<file path="src/sv/ptwa_pkg.sv">
// ----------------------------------------------------------------------------
// ptwa_pkg
// Shared types and constants of the pulse template waveform accumulator.
// ----------------------------------------------------------------------------
`default_nettype none

package ptwa_pkg;

  // input function codes
  localparam logic [1:0] FUNC_LOAD  = 2'd0;
  localparam logic [1:0] FUNC_ADD   = 2'd1;
  localparam logic [1:0] FUNC_CLEAR = 2'd2;
  localparam logic [1:0] FUNC_READ  = 2'd3;

  localparam logic [1:0] SHAPE_NONE = 2'd3;

  // register indexes
  localparam logic [2:0] REG_SAMPLE_PERIOD = 3'd0;
  localparam logic [2:0] REG_FIRST_SAMPLE  = 3'd1;
  localparam logic [2:0] REG_FIXED_DELAY   = 3'd2;
  localparam logic [2:0] REG_GRID_START    = 3'd3;
  localparam logic [2:0] REG_GRID_SHIFT    = 3'd4;
  localparam logic [2:0] REG_PEAK_SINGLE   = 3'd5;
  localparam logic [2:0] REG_PEAK_XTALK    = 3'd6;
  localparam logic [2:0] REG_PEAK_SHARING  = 3'd7;

  localparam logic signed [24:0] SAMPLE_MAX = 25'sd8388607;
  localparam logic signed [24:0] SAMPLE_MIN = -25'sd8388608;

  typedef enum logic [2:0] {
    OP_NOP,
    OP_LOAD,
    OP_ADD,
    OP_CLEAR,
    OP_READ
  } op_t;

  typedef struct packed {
    op_t                op;
    logic [1:0]         shape;
    logic [9:0]         index;
    logic signed [15:0] point_value;
    logic [23:0]        pulse_time;
    logic [15:0]        pulse_gain;
  } item_t;

  typedef struct packed {
    logic [15:0]        sample_period;
    logic [10:0]        first_sample_time;
    logic [15:0]        fixed_delay;
    logic signed [23:0] grid_start;
    logic [3:0]         grid_step_shift;
    logic [2:0][23:0]   peak_time;
  } cfg_t;

endpackage

`default_nettype wire

</file>
<file path="src/sv/ptwa_front.sv">
// ----------------------------------------------------------------------------
// ptwa_front
// Accepts items, decodes them into operations and queues them for the back.
// ----------------------------------------------------------------------------
`default_nettype none

module ptwa_front import ptwa_pkg::*; #(
  parameter int TEMPLATE_POINTS = 256
) (
  input  wire logic               clk,
  input  wire logic               rst_n,
  input  wire logic               start,
  output      logic               busy,
  input  wire logic [1:0]         in_func,
  input  wire logic [1:0]         in_shape_sel,
  input  wire logic [9:0]         in_index,
  input  wire logic signed [15:0] in_point_value,
  input  wire logic [23:0]        in_pulse_time,
  input  wire logic [15:0]        in_pulse_gain,
  input  wire logic               init_busy,
  input  wire logic               pop,
  output      logic               q_valid,
  output      item_t              q_item
);

  item_t      cls;
  item_t      slot_r [2];
  logic       wp_r, rp_r;
  logic [1:0] cnt_r;
  logic       push;

  always_comb begin
    cls.shape       = in_shape_sel;
    cls.index       = in_index;
    cls.point_value = in_point_value;
    cls.pulse_time  = in_pulse_time;
    cls.pulse_gain  = in_pulse_gain;
    case (in_func)
      FUNC_LOAD: begin
        cls.op = (in_shape_sel != SHAPE_NONE && 32'(in_index) < TEMPLATE_POINTS)
                 ? OP_LOAD : OP_NOP;
      end
      FUNC_ADD:   cls.op = (in_shape_sel != SHAPE_NONE) ? OP_ADD : OP_NOP;
      FUNC_CLEAR: cls.op = OP_CLEAR;
      FUNC_READ:  cls.op = OP_READ;
      default:    cls.op = OP_NOP;
    endcase
  end

  assign busy    = (cnt_r == 2'd2) || init_busy;
  assign push    = start && !busy;
  assign q_valid = (cnt_r != 2'd0);
  assign q_item  = slot_r[rp_r];

  always_ff @(posedge clk) begin
    if (push) begin
      slot_r[wp_r] <= cls;
    end
  end

  always_ff @(posedge clk) begin
    if (!rst_n) begin
      wp_r  <= 1'b0;
      rp_r  <= 1'b0;
      cnt_r <= 2'd0;
    end else begin
      if (push) begin
        wp_r <= ~wp_r;
      end
      if (pop) begin
        rp_r <= ~rp_r;
      end
      cnt_r <= cnt_r + 2'(push) - 2'(pop);
    end
  end

endmodule

`default_nettype wire

</file>
<file path="config.mk">
export PLATFORM = sky130hd
export DESIGN_NAME = ptwa_front
export DESIGN_NICKNAME = d
export VERILOG_FILES = /design/src/sv/ptwa_pkg.sv /design/src/sv/ptwa_front.sv
export SDC_FILE = /design/constraint.sdc
export NUM_CORES = 1
export LEC_CHECK = 0
export BUFFER_PORTS_ARGS = -buffer_cell sky130_fd_sc_hd__buf_2
export CORE_MARGIN = 4
export CORE_UTILIZATION = 45
export DETAILED_ROUTE_END_ITERATION = 16
export PLACE_DENSITY = 0.72
export SLEW_MARGIN = 15
export SYNTH_ARGS = -nofsm -noshare
export SYNTH_HDL_FRONTEND = slang
export SYNTH_SLANG_ARGS = --single-unit
export TNS_END_PERCENT = 50
</file>
<file path="constraint.sdc">
create_clock -name clk -period 4.2 [get_ports clk]
set_input_delay 0.63 -clock clk [delete_from_list [all_inputs] [get_ports clk]]
set_output_delay 0.63 -clock clk [all_outputs]
set_load 0.01 [all_outputs]
</file>
# Word level (Yosys, flattened, before mapping)
# Memory sizes are Yosys's and may differ from the RTL's. A register that Yosys moved wholly into a read port is not among the register bits.
# Cells that the tools add are included.
[totals] ff_bits=4 mem_bits_rw=142 in_bits=75 out_inout_bits=73 wordCells=27 memories=1
[op_classes] add_sub_neg=2 n_lt_le_gt_ge=1 eq_ne=5 mux=7 bitwise=2 reduce_logical=6
[mem_list] name="slot_r" words=2 word_bits=71 rd=1 rd_ports_with_merged_regs=1 write_ports=1 line="ptwa_front.sv:27" source="item_t slot_r [2];"
[ops] op="one-hot mux 3 bit (4 select lines)" count=1
[ops] op="less-than comparator 10 x 9 -> 1 bit, second input constant" count=1
[ops] op="== test 2 bit, second input constant" count=3
[ops] op="two-way mux 1 bit" count=5
[ops] op="adder 2 x 1 -> 2 bit" count=1
[ops] op="== test 2 x 1 -> 1 bit, second input constant" count=1
[ops] op="logical AND 1 bit" count=2
[ops] op="zero test 2 bit" count=1
[ops] op="two-way mux 2 bit" count=1
[ops] op="!= test 2 bit, second input constant" count=1
[ops] op="NOT 1 bit" count=2
[ops] op="nonzero test 2 bit" count=1
[ops] op="subtractor 2 x 1 -> 2 bit" count=1
[ops] op="zero test 1 bit" count=1
[ops] op="logical OR 1 bit" count=1

# Longest topological paths before layout
# Gate-level depths: netlist of the first run.
[depth] depth_word=6 depth_mapped=8 mapped_depth_nobuf=8

# Worst setup path before layout of the first run
# Ideal clock, no wire load.
[synth_timing] path_kind="input -> register" from="input port init_busy" to="memory slot_r[0][0] (netlist name) (enable)" setup_ns=0.501 arrival_ns=3.843 required_ns=3.699 setup_slack_ns=-0.143 path_stages=2 path_buffers=0 cell_sequence="nand3b_1 -> nor2_1"
[synth_between] elab_chain_cells=5
[synth_rtl] item="start: declaration" line="ptwa_front.sv:20" source="input wire logic init_busy,"
[synth_rtl] item="logical OR 1 bit" line="ptwa_front.sv:50" source="assign busy = (cnt_r == 2'd2) || init_busy;"
[synth_rtl] item="zero test 1 bit" line="ptwa_front.sv:51" source="assign push = start && !busy;"
[synth_rtl] item="logical AND 1 bit" line="ptwa_front.sv:51"
[synth_rtl] item="two-way mux 1 bit" line="ptwa_front.sv:56" source="if (push) begin"
[synth_rtl] item="two-way mux 1 bit (implied by the code)" line="ptwa_front.sv:57" source="slot_r[wp_r] <= cls;"
[synth_rtl] item="end: declaration" line="ptwa_front.sv:27"
# Every way passes these cells.

==> flow_metrics.tcl, run 1 <==
set metrics [dict create \
    finClkSkew_ns 0.00744 \
    synthSimpleGateAreaFrac 0.0152 \
    drt_iter0_drc 114 \
    syn_to_final_growth_pct 25.0 \
    place_inst 568 \
    die_h_um 121 \
    syn-instance-count 253 \
    slew_viol_final 0 \
    first_pass_iters 4 \
    overflow 0 \
    rows 41 \
    layout_commonest_cell "buf_2" \
    max_freq_mhz 345 \
    synth_top_area_share 0.742 \
    grt_max_degree 60 \
    met1_length_um 3840 \
    coreArea_um2 12600 \
    synth.largest_area_cell "edfxtp_1" \
    path_clk_slew_ns 0.06 \
    reg2reg_from "cnt_r[0]" \
    hold_violations 0 \
    avgViaCountPerCell 4.65 \
    grt_pass1_wl_um 15400 \
    hp-class "in2reg" \
    cts.repair.resized 0 \
    min_period_over_period 0.691 \
    synthTopCellsByArea "edfxtp_1 74%, mux2_4 18%, buf_12 2.4%" \
    synth_compound_area_frac 0.000871 \
    rsz0062_at_grt "no" \
    wl_met2_um 5110 \
    top_layer_used "met4" \
    ctsLongestPathBuffers 2 \
    synth_area_um2 5750 \
    synth_async_sr_flop_share 0 \
    status "complete, no violations" \
    clk_latency_ns 0.41 \
    p_leak_nw 2.85 \
    startpoint_type "register" \
    io_buffers 147 \
    fin_crit_ns 2.90 \
    fillCellCount 993 \
    reg2reg_slack_ns 2.27 \
    yosysSeqAreaShare 0.759 \
    drc 0 \
    final_layout_size_suffix_gt1_frac 0.591 \
    path_max_fanout 53 \
    power_density_nw_per_um2 495 \
    reg2reg_to "slot_r[0][64]" \
    synthDistinctLibCells 18 \
    via_count 2792 \
    slew_headroom 0.330 \
    ys_warn_count 0 \
    start_util 0.457 \
    grt_pass1_vias 3034 \
    worstHoldStart "in_pulse_gain[2]" \
    endpoint_kind "primary output" \
    dieArea_um2 14600 \
    synthAdderAreaFrac 0.00435 \
    cts_sinks 147 \
    cts_buffers 17 \
    irDropWorstVdd_mv 0.281 \
    ant_nets 0 \
    finalNetCount 492 \
    yosys_register_bits 147 \
    hold-path-cell-count 1 \
    cp.arrival_ns 2.27 \
    layout_common_cells "147 x buf_2, 142 x edfxtp_1, 70 x mux2_4" \
    critPathRequiredTime_ns 3.57 \
    wl_um 10000 \
    setup_viol 0 \
    synth_mux_area_frac 0.188 \
    antenna_found_initial 1 \
    cap_violations 0 \
    cts_setup_buffers 0 \
    fin_setup_tns_ns 0 \
    syn_area_per_cell_um2 22.7 \
    syn_nets 330 \
    dpl.hpwl_um 6660 \
    cts_tree "done" \
    worstSetupPathType "reg2out" \
    stdcell_count 601 \
    reg2reg_depth 4 \
    grt.total_usage 0.143 \
    synth_edf_count 142 \
    min_to "slot_r[0][2]" \
    synth_xor_area_frac 0.00457 \
    wl_met3_um 868 \
    wl_per_cell_um 16.7 \
    h-tree-depth 4 \
    cts-root-buf "clkbuf_16" \
    die_w_um 121 \
    synth_ff_type "edfxtp_1" \
    synth_top_family_by_area "multiplexers" \
    ios 148 \
    place_congestion 0.672 \
    cts_hold_buf 0 \
    worst_pin_slew_ns 1.00 \
]
[critical path, stage by stage (launching register included)]
cell and delay [ns]:
dfxtp_4 1.02, buf_4 0.38, mux2_4 0.32, buf_2 0.14
[cells by family after synthesis]
| group | Yosys count |
|---|---|
| mux | 73 |
| simple gates | 17 |
| compound gates | 1 |
| flops | 147 |
| fa+ha+maj | 2 |
| buf+inv | 10 |
| xor+xnor | 3 |
[state kept, by name (all words and copies together) (netlist names), named ones only]
signal  cells
wp_r        1
cnt_r       2
rp_r        1
slot_r    142
[layout make-up]
type	instances	area, µm²	share of cell area
diodes	1	2.50	0.000348
clock buffers	27	513	0.0714
clock inverters	5	50.0	0.00696
inverters	2	7.51	0.00104
multi-input cells	96	1240	0.173
flip-flops and latches	147	4370	0.608
well taps	172	215	0.0299
repair buffers	151	791	0.110
[stage by stage]
stage | total power (W) | hold slack (ns) | instance area, µm² | utilization | setup WS [ns]
floorplan | 0.00205 | 0.451 | 5750 | - | -0.143
global placement | 0.00218 | 0.493 | 6620 | 0.527 | 1.71
detailed placement | 0.00219 | 0.514 | 6620 | 0.527 | 1.67
CTS | 0.00361 | 0.380 | 7190 | 0.572 | 1.22
global route | 0.00371 | 0.377 | 7190 | 0.572 | 1.15
finish | 0.00356 | 0.410 | 7190 | 0.572 | 1.30
[metal layers]
| metal | up-vias | GRT usage |
|---|---|---|
| met5 | - | 0 |
| met4 | 0 | 0.0722 |
| met3 | 15 | 0.0611 |
| met2 | 108 | 0.235 |
| met1 | 1354 | 0.158 |
| li1 | 1315 | - |
[cell usage after synthesis (all sizes together), types with 2 or more instances]
cell      n
edfxtp  142
mux2     71
buf       8
and2      5
dfxtp     5
nand2     4
nor2      4
ha        2
inv       2
mux2i     2
nand2b    2
xnor2     2
[where the power goes]
part,total [W],leakage (nW),switching [W],internal [W]
Combinational,0.000400,1.22,0.000180,0.000220
Clock,0.00141,0.281,0.000516,0.000890
Sequential,0.00175,1.34,0.0000500,0.00170
Total,0.00356,2.85,0.000746,0.00281
[worst max path at each step]
stage | startpoint | endpoint | slack, ns | depth (start not counted)
2_1_floorplan | init_busy | slot_r[0][0] | -0.14 | 2
3_3_place_gp | register | q_item[49] | 1.71 | 3
3_5_place_dp | register | q_item[42] | 1.67 | 3
4_1_cts | register | q_item[42] | 1.22 | 3
5_1_grt | register | q_item[42] | 1.15 | 3
6_report | register | q_item[48] | 1.30 | 3
(Power assumes the default switching activity.)
==> inputs of run 2 (changes only) <==
- PLACE_DENSITY: 0.72 -> 0.7
- clock period: 4.2 -> 2.7 ns (I/O delays scaled with it)
==> run 2 against run 1 <==
  * Sequential share of layout area is 0.92 points lower
  * Routed wire length shrank 2.5%
  * Largest power group unchanged
  * Final area up 1.5%
  * Register-to-register slack got worse by 1.4 ns
  * Critical path depth unchanged
==> flow_metrics.tcl, run 2 (synthesized netlist as in run 1, its figures left out) <==
set metrics [dict create \
    cts_tree "done" \
    cts-root-buf "clkbuf_16" \
    cp.arrival_ns 1.85 \
    fillCellCount 954 \
    p_leak_nw 2.88 \
    layout_common_cells "147 x buf_2, 142 x edfxtp_1, 70 x mux2_4" \
    die_w_um 121 \
    largest_register_ffs 142 \
    avgViaCountPerCell 4.75 \
    via_count 2857 \
    dp_slack_ns 0.759 \
    setup_slack_ns 0.446 \
    ctsLongestPathBuffers 2 \
    max_freq_mhz 444 \
    ios 148 \
    status "complete, no violations" \
    grt_pass1_wl_um 14800 \
    top_register "slot_r" \
    critPathRequiredTime_ns 2.30 \
    final_layout_size_suffix_gt1_frac 0.605 \
    cap_violations 0 \
    path_max_fanout 25 \
    antenna_found_initial 0 \
    rsz0062_at_grt "no" \
    worstSetupPathType "reg2out" \
    irDropWorstVdd_mv 0.437 \
    place_congestion 0.719 \
    dpl.hpwl_um 6590 \
    min_period_over_period 0.835 \
    clk_latency_ns 0.41 \
    cts_buffers 17 \
    setup_viol 0 \
    cts_sinks 147 \
    slew_headroom 0.695 \
    drc 0 \
    dieArea_um2 14600 \
    grt_pass1_vias 3005 \
    hp-class "in2reg" \
    grt.total_usage 0.136 \
    fin_crit_ns 2.25 \
    layout_commonest_cell "buf_2" \
    finClkSkew_ns 0.00599 \
    worst_pin_slew_ns 0.458 \
    path_cells "buf_12 -> mux2_2 -> buf_2" \
    drt_iter0_drc 149 \
    start_util 0.457 \
    path_clk_slew_ns 0.06 \
    rows 41 \
    ant_nets 0 \
    cts.repair.resized 0 \
    finalNetCount 494 \
    syn_to_final_growth_pct 26.9 \
    diodes 0 \
    h-tree-depth 4 \
    multi_input_area_um2 1240 \
    die_h_um 121 \
    first_pass_iters 4 \
    wl_um 9790 \
    startpoint_type "register" \
    seq_area_um2 4370 \
    cp_num_buf_inv 2 \
    power_density_nw_per_um2 796 \
    crit_path_max_incr_delay_ns 0.64 \
    io_buffers 147 \
    holdWs_ns 0.178 \
    reg.largest.list "slot_r: 142 flops, cnt_r: 2 flops" \
    cts_hold_buf 0 \
    cpMaxStageDelayCell "dfxtp_4" \
    cts_setup_buffers 0 \
    coreArea_um2 12600 \
    grt_max_degree 47 \
    wl_per_cell_um 16.3 \
    hold_violations 0 \
    overflow 0 \
    endpoint_kind "primary output" \
    critPathTopFamily "flip-flops" \
    slew_viol_final 0 \
]
run 2: cell type report:
class                           instances  area share
Timing Repair Buffer                  153       0.114
Clock buffer                           17      0.0583
Tap cell                              172      0.0295
Inverter                                2     0.00103
Multi-Input combinational cell         96       0.170
Sequential cell                       147       0.598
Clock inverter                         15      0.0288
run 2: path summary, 6_finish.rpt:
kind | depth (start not counted) | end | start | slack, ns
worst max register to register | 8 | cnt_r[1] | cnt_r[0] | 0.87
worst min register to register | 2 | wp_r | wp_r | 0.55
worst max-delay path | 3 | q_item[70] | register | 0.45
worst min-delay path | 1 | slot_r[1][42] | in_point_value[2] | 0.18
run 2: report_power, final:
group	internal, W	switching, W	leakage, nW	total (W)
logic	0.000349	0.000306	1.24	0.000655
clock network	0.00155	0.000897	0.291	0.00245
registers	0.00265	0.0000542	1.34	0.00270
total	0.00455	0.00126	2.88	0.00581
run 2: per-layer routing:
metal	GRT usage	part of all wire	wire, µm
met5	0	0	0
met4	0.0701	0.021	210
met3	0.0508	0.074	724
met2	0.217	0.49	4810
met1	0.159	0.41	4050
run 2: through the flow:
stage,instances,power [W],utilization,TNS [ns],cell area (µm²)
after floorplan,253,0.00319,-,-36.01,5750
after global placement,570,0.00340,0.530,0,6660
after detailed placement,570,0.00342,0.530,0,6660
after CTS,602,0.00588,0.581,0,7300
after global routing,602,0.00603,0.581,0,7300
final,602,0.00581,0.581,0,7300
==> inputs of run 3 (changes only) <==
- ABC_AREA: unset -> 1
- PLACE_DENSITY: 0.7 -> 0.72
- clock period: 2.7 -> 1.99 ns (I/O delays scaled with it)
==> run 3 against run 2 <==
  * Worst hold slack got worse by 0.098 ns
  * Combinational power grew 11%
  * Sequential share of layout area up 0.22 points
  * Sequential cell count is the same
  * Critical path depth is the same
  * Total power rose by 25%
  * Die area is 0.11% higher
  * Via count is 0.95% higher
  * Setup slack worse by 0.33 ns
  * Final area fell by 0.34%
  * Highest routed layer unchanged
==> flow_metrics.tcl, run 3 <==
set metrics [dict create \
    status "complete, no violations" \
    place_congestion 0.731 \
    synth_top_area_share 0.741 \
    cts_tree "done" \
    place_inst 582 \
    grt_max_degree 41 \
    largest_register_ffs 142 \
    crit_path_max_incr_delay_ns 0.42 \
    slew_headroom 0.700 \
    syn_nets 342 \
    cpMaxStageDelayCell "dfxtp_4" \
    synth_area_um2 5760 \
    die_h_um 121 \
    cp_num_buf_inv 2 \
    cp.arrival_ns 1.58 \
    path_clk_slew_ns 0.06 \
    h-tree-depth 4 \
    avgViaCountPerCell 4.68 \
    synth_ff_type "edfxtp_1" \
    layout_common_cells "147 x buf_2, 142 x edfxtp_1, 71 x mux2_4" \
    critPathRequiredTime_ns 1.69 \
    yosys-top-cells-count "142 x edfxtp_1, 70 x mux2_4, 13 x nand2_1" \
    via_count 2884 \
    cts_hold_buf 0 \
    critPathTopFamily "flip-flops" \
    start_util 0.458 \
    drt_iter0_drc 178 \
    finalNetCount 509 \
    overflow 0 \
    wl_um 10200 \
    setup_viol 0 \
    path_cells "buf_12 -> mux2_4 -> buf_2" \
    grt_pass1_wl_um 15500 \
    die_w_um 121 \
    yosysSeqAreaShare 0.758 \
    ios 148 \
    fillCellCount 963 \
    final_layout_size_suffix_gt1_frac 0.592 \
    rsz0062_at_grt "no" \
    antenna_found_initial 0 \
    hp-class "in2reg" \
    grt_pass1_vias 3109 \
    power_w 0.00726 \
    path_max_fanout 30 \
    wl_per_cell_um 16.6 \
    yosys_register_bits 147 \
    power_density_nw_per_um2 999 \
    synthTopCellsByArea "edfxtp_1 74%, mux2_4 18%, buf_12 2.4%" \
    p_leak_nw 2.91 \
    min_period_over_period 0.943 \
    clk_latency_ns 0.41 \
    cts_sinks 147 \
    slew_viol_final 0 \
    layout_commonest_cell "buf_2" \
    rows 41 \
    worstSetupPathType "reg2out" \
    coreArea_um2 12600 \
    synth_edf_count 142 \
    syn_to_final_growth_pct 26.4 \
    endpoint_kind "primary output" \
    ant_nets 0 \
    fin_crit_ns 1.88 \
    startpoint_type "register" \
    reg.largest.list "slot_r: 142 flops, cnt_r: 2 flops" \
    syn-instance-count 265 \
    ctsLongestPathBuffers 2 \
    synth.largest_area_cell "edfxtp_1" \
    stdcell_count 616 \
    syn_area_per_cell_um2 21.7 \
    drc 0 \
    finClkSkew_ns 0.00461 \
    dpl.hpwl_um 6770 \
    ys_warn_count 0 \
    diodes 0 \
    dp_slack_ns 0.220 \
    cts-root-buf "clkbuf_16" \
    irDropWorstVdd_mv 0.648 \
    dieArea_um2 14700 \
    synthDistinctLibCells 14 \
    holdWs_ns 0.0799 \
    synth.most_common_cell "edfxtp_1" \
    worst_pin_slew_ns 0.450 \
    first_pass_iters 4 \
    synth_async_sr_flop_share 0 \
    setup_slack_ns 0.114 \
    io_buffers 147 \
    cts_buffers 17 \
    cap_violations 0 \
    top_register "slot_r" \
    max_freq_mhz 533 \
    hold_violations 0 \
    grt.total_usage 0.142 \
]
## run 3: cell types whose count changed after synthesis, sizes merged
| cell | before | now |
|---|---|---|
| mux2i | 2 | 0 |
| xor2 | 1 | 0 |
| nand2 | 4 | 13 |
| nand3b | 1 | 0 |
| nand4 | 0 | 1 |
| nand3 | 0 | 2 |
| inv | 2 | 9 |
| a21oi | 1 | 3 |
| nand2b | 2 | 0 |
| or2 | 1 | 2 |
| nor2 | 4 | 7 |
| xnor2 | 2 | 0 |
| and2 | 5 | 0 |
## run 3: timing repair
action	CTS	global route
cloned	0	1
gates resized for setup	2	0
setup endpoints to repair	1	64
buffers inserted	0	2
## run 3: area by class of cell
cell class | count | area, µm² | area share
Timing Repair Buffer | 156 | 878 | 0.121
Multi-Input combinational cell | 101 | 1220 | 0.168
Sequential cell | 147 | 4370 | 0.601
Clock buffer | 18 | 429 | 0.0590
Clock inverter | 13 | 119 | 0.0163
Tap cell | 172 | 215 | 0.0296
Inverter | 9 | 37.5 | 0.00516
## run 3: per-stage QoR
stage	setup TNS, ns	utilization	cell area, µm²
6_report	0	0.579	7270
5_1_grt	0	0.579	7270
4_1_cts	0	0.576	7230
3_5_place_dp	0	0.531	6670
3_3_place_gp	0	0.531	6670
2_1_floorplan	-2.87	-	5780
## run 3: kinds of logic (layout without fill, tap and decap cells)
kind of cell | Yosys count | after routing | synth area share
compound gates | 3 | 3 | 0.00261
fa+ha+maj | 2 | 2 | 0.00435
buf+inv | 17 | 196 | 0.0322
flops | 147 | 147 | 0.758
mux | 71 | 71 | 0.185
simple gates | 25 | 25 | 0.0180
## run 3: worst paths after layout
| path | from | endpoint | slack [ns] | depth (start not counted) |
|---|---|---|---|---|
| worst max register to register | cnt_r[0] | cnt_r[1] | 0.28 | 9 |
| worst min-delay path | in_pulse_time[23] | slot_r[1][39] | 0.08 | 1 |
| worst min register to register | rp_r | register | 0.50 | 2 |
| worst max-delay path | register | q_item[63] | 0.11 | 3 |
## run 3: power breakdown
part | leakage, nW | internal, W | switching [W] | total, W
clock network | 0.264 | 0.00181 | 0.00114 | 0.00295
registers | 1.34 | 0.00355 | 0.0000420 | 0.00359
logic | 1.31 | 0.000378 | 0.000348 | 0.000726
## run 3: metal layers
metal  global-route usage  up-vias  part of all wire
met1                0.159     1419              0.40
met2                0.242       97              0.52
li1                     -     1353                 -
met3               0.0503       15             0.069
met4               0.0666        0             0.018
met5                    0        -                 0
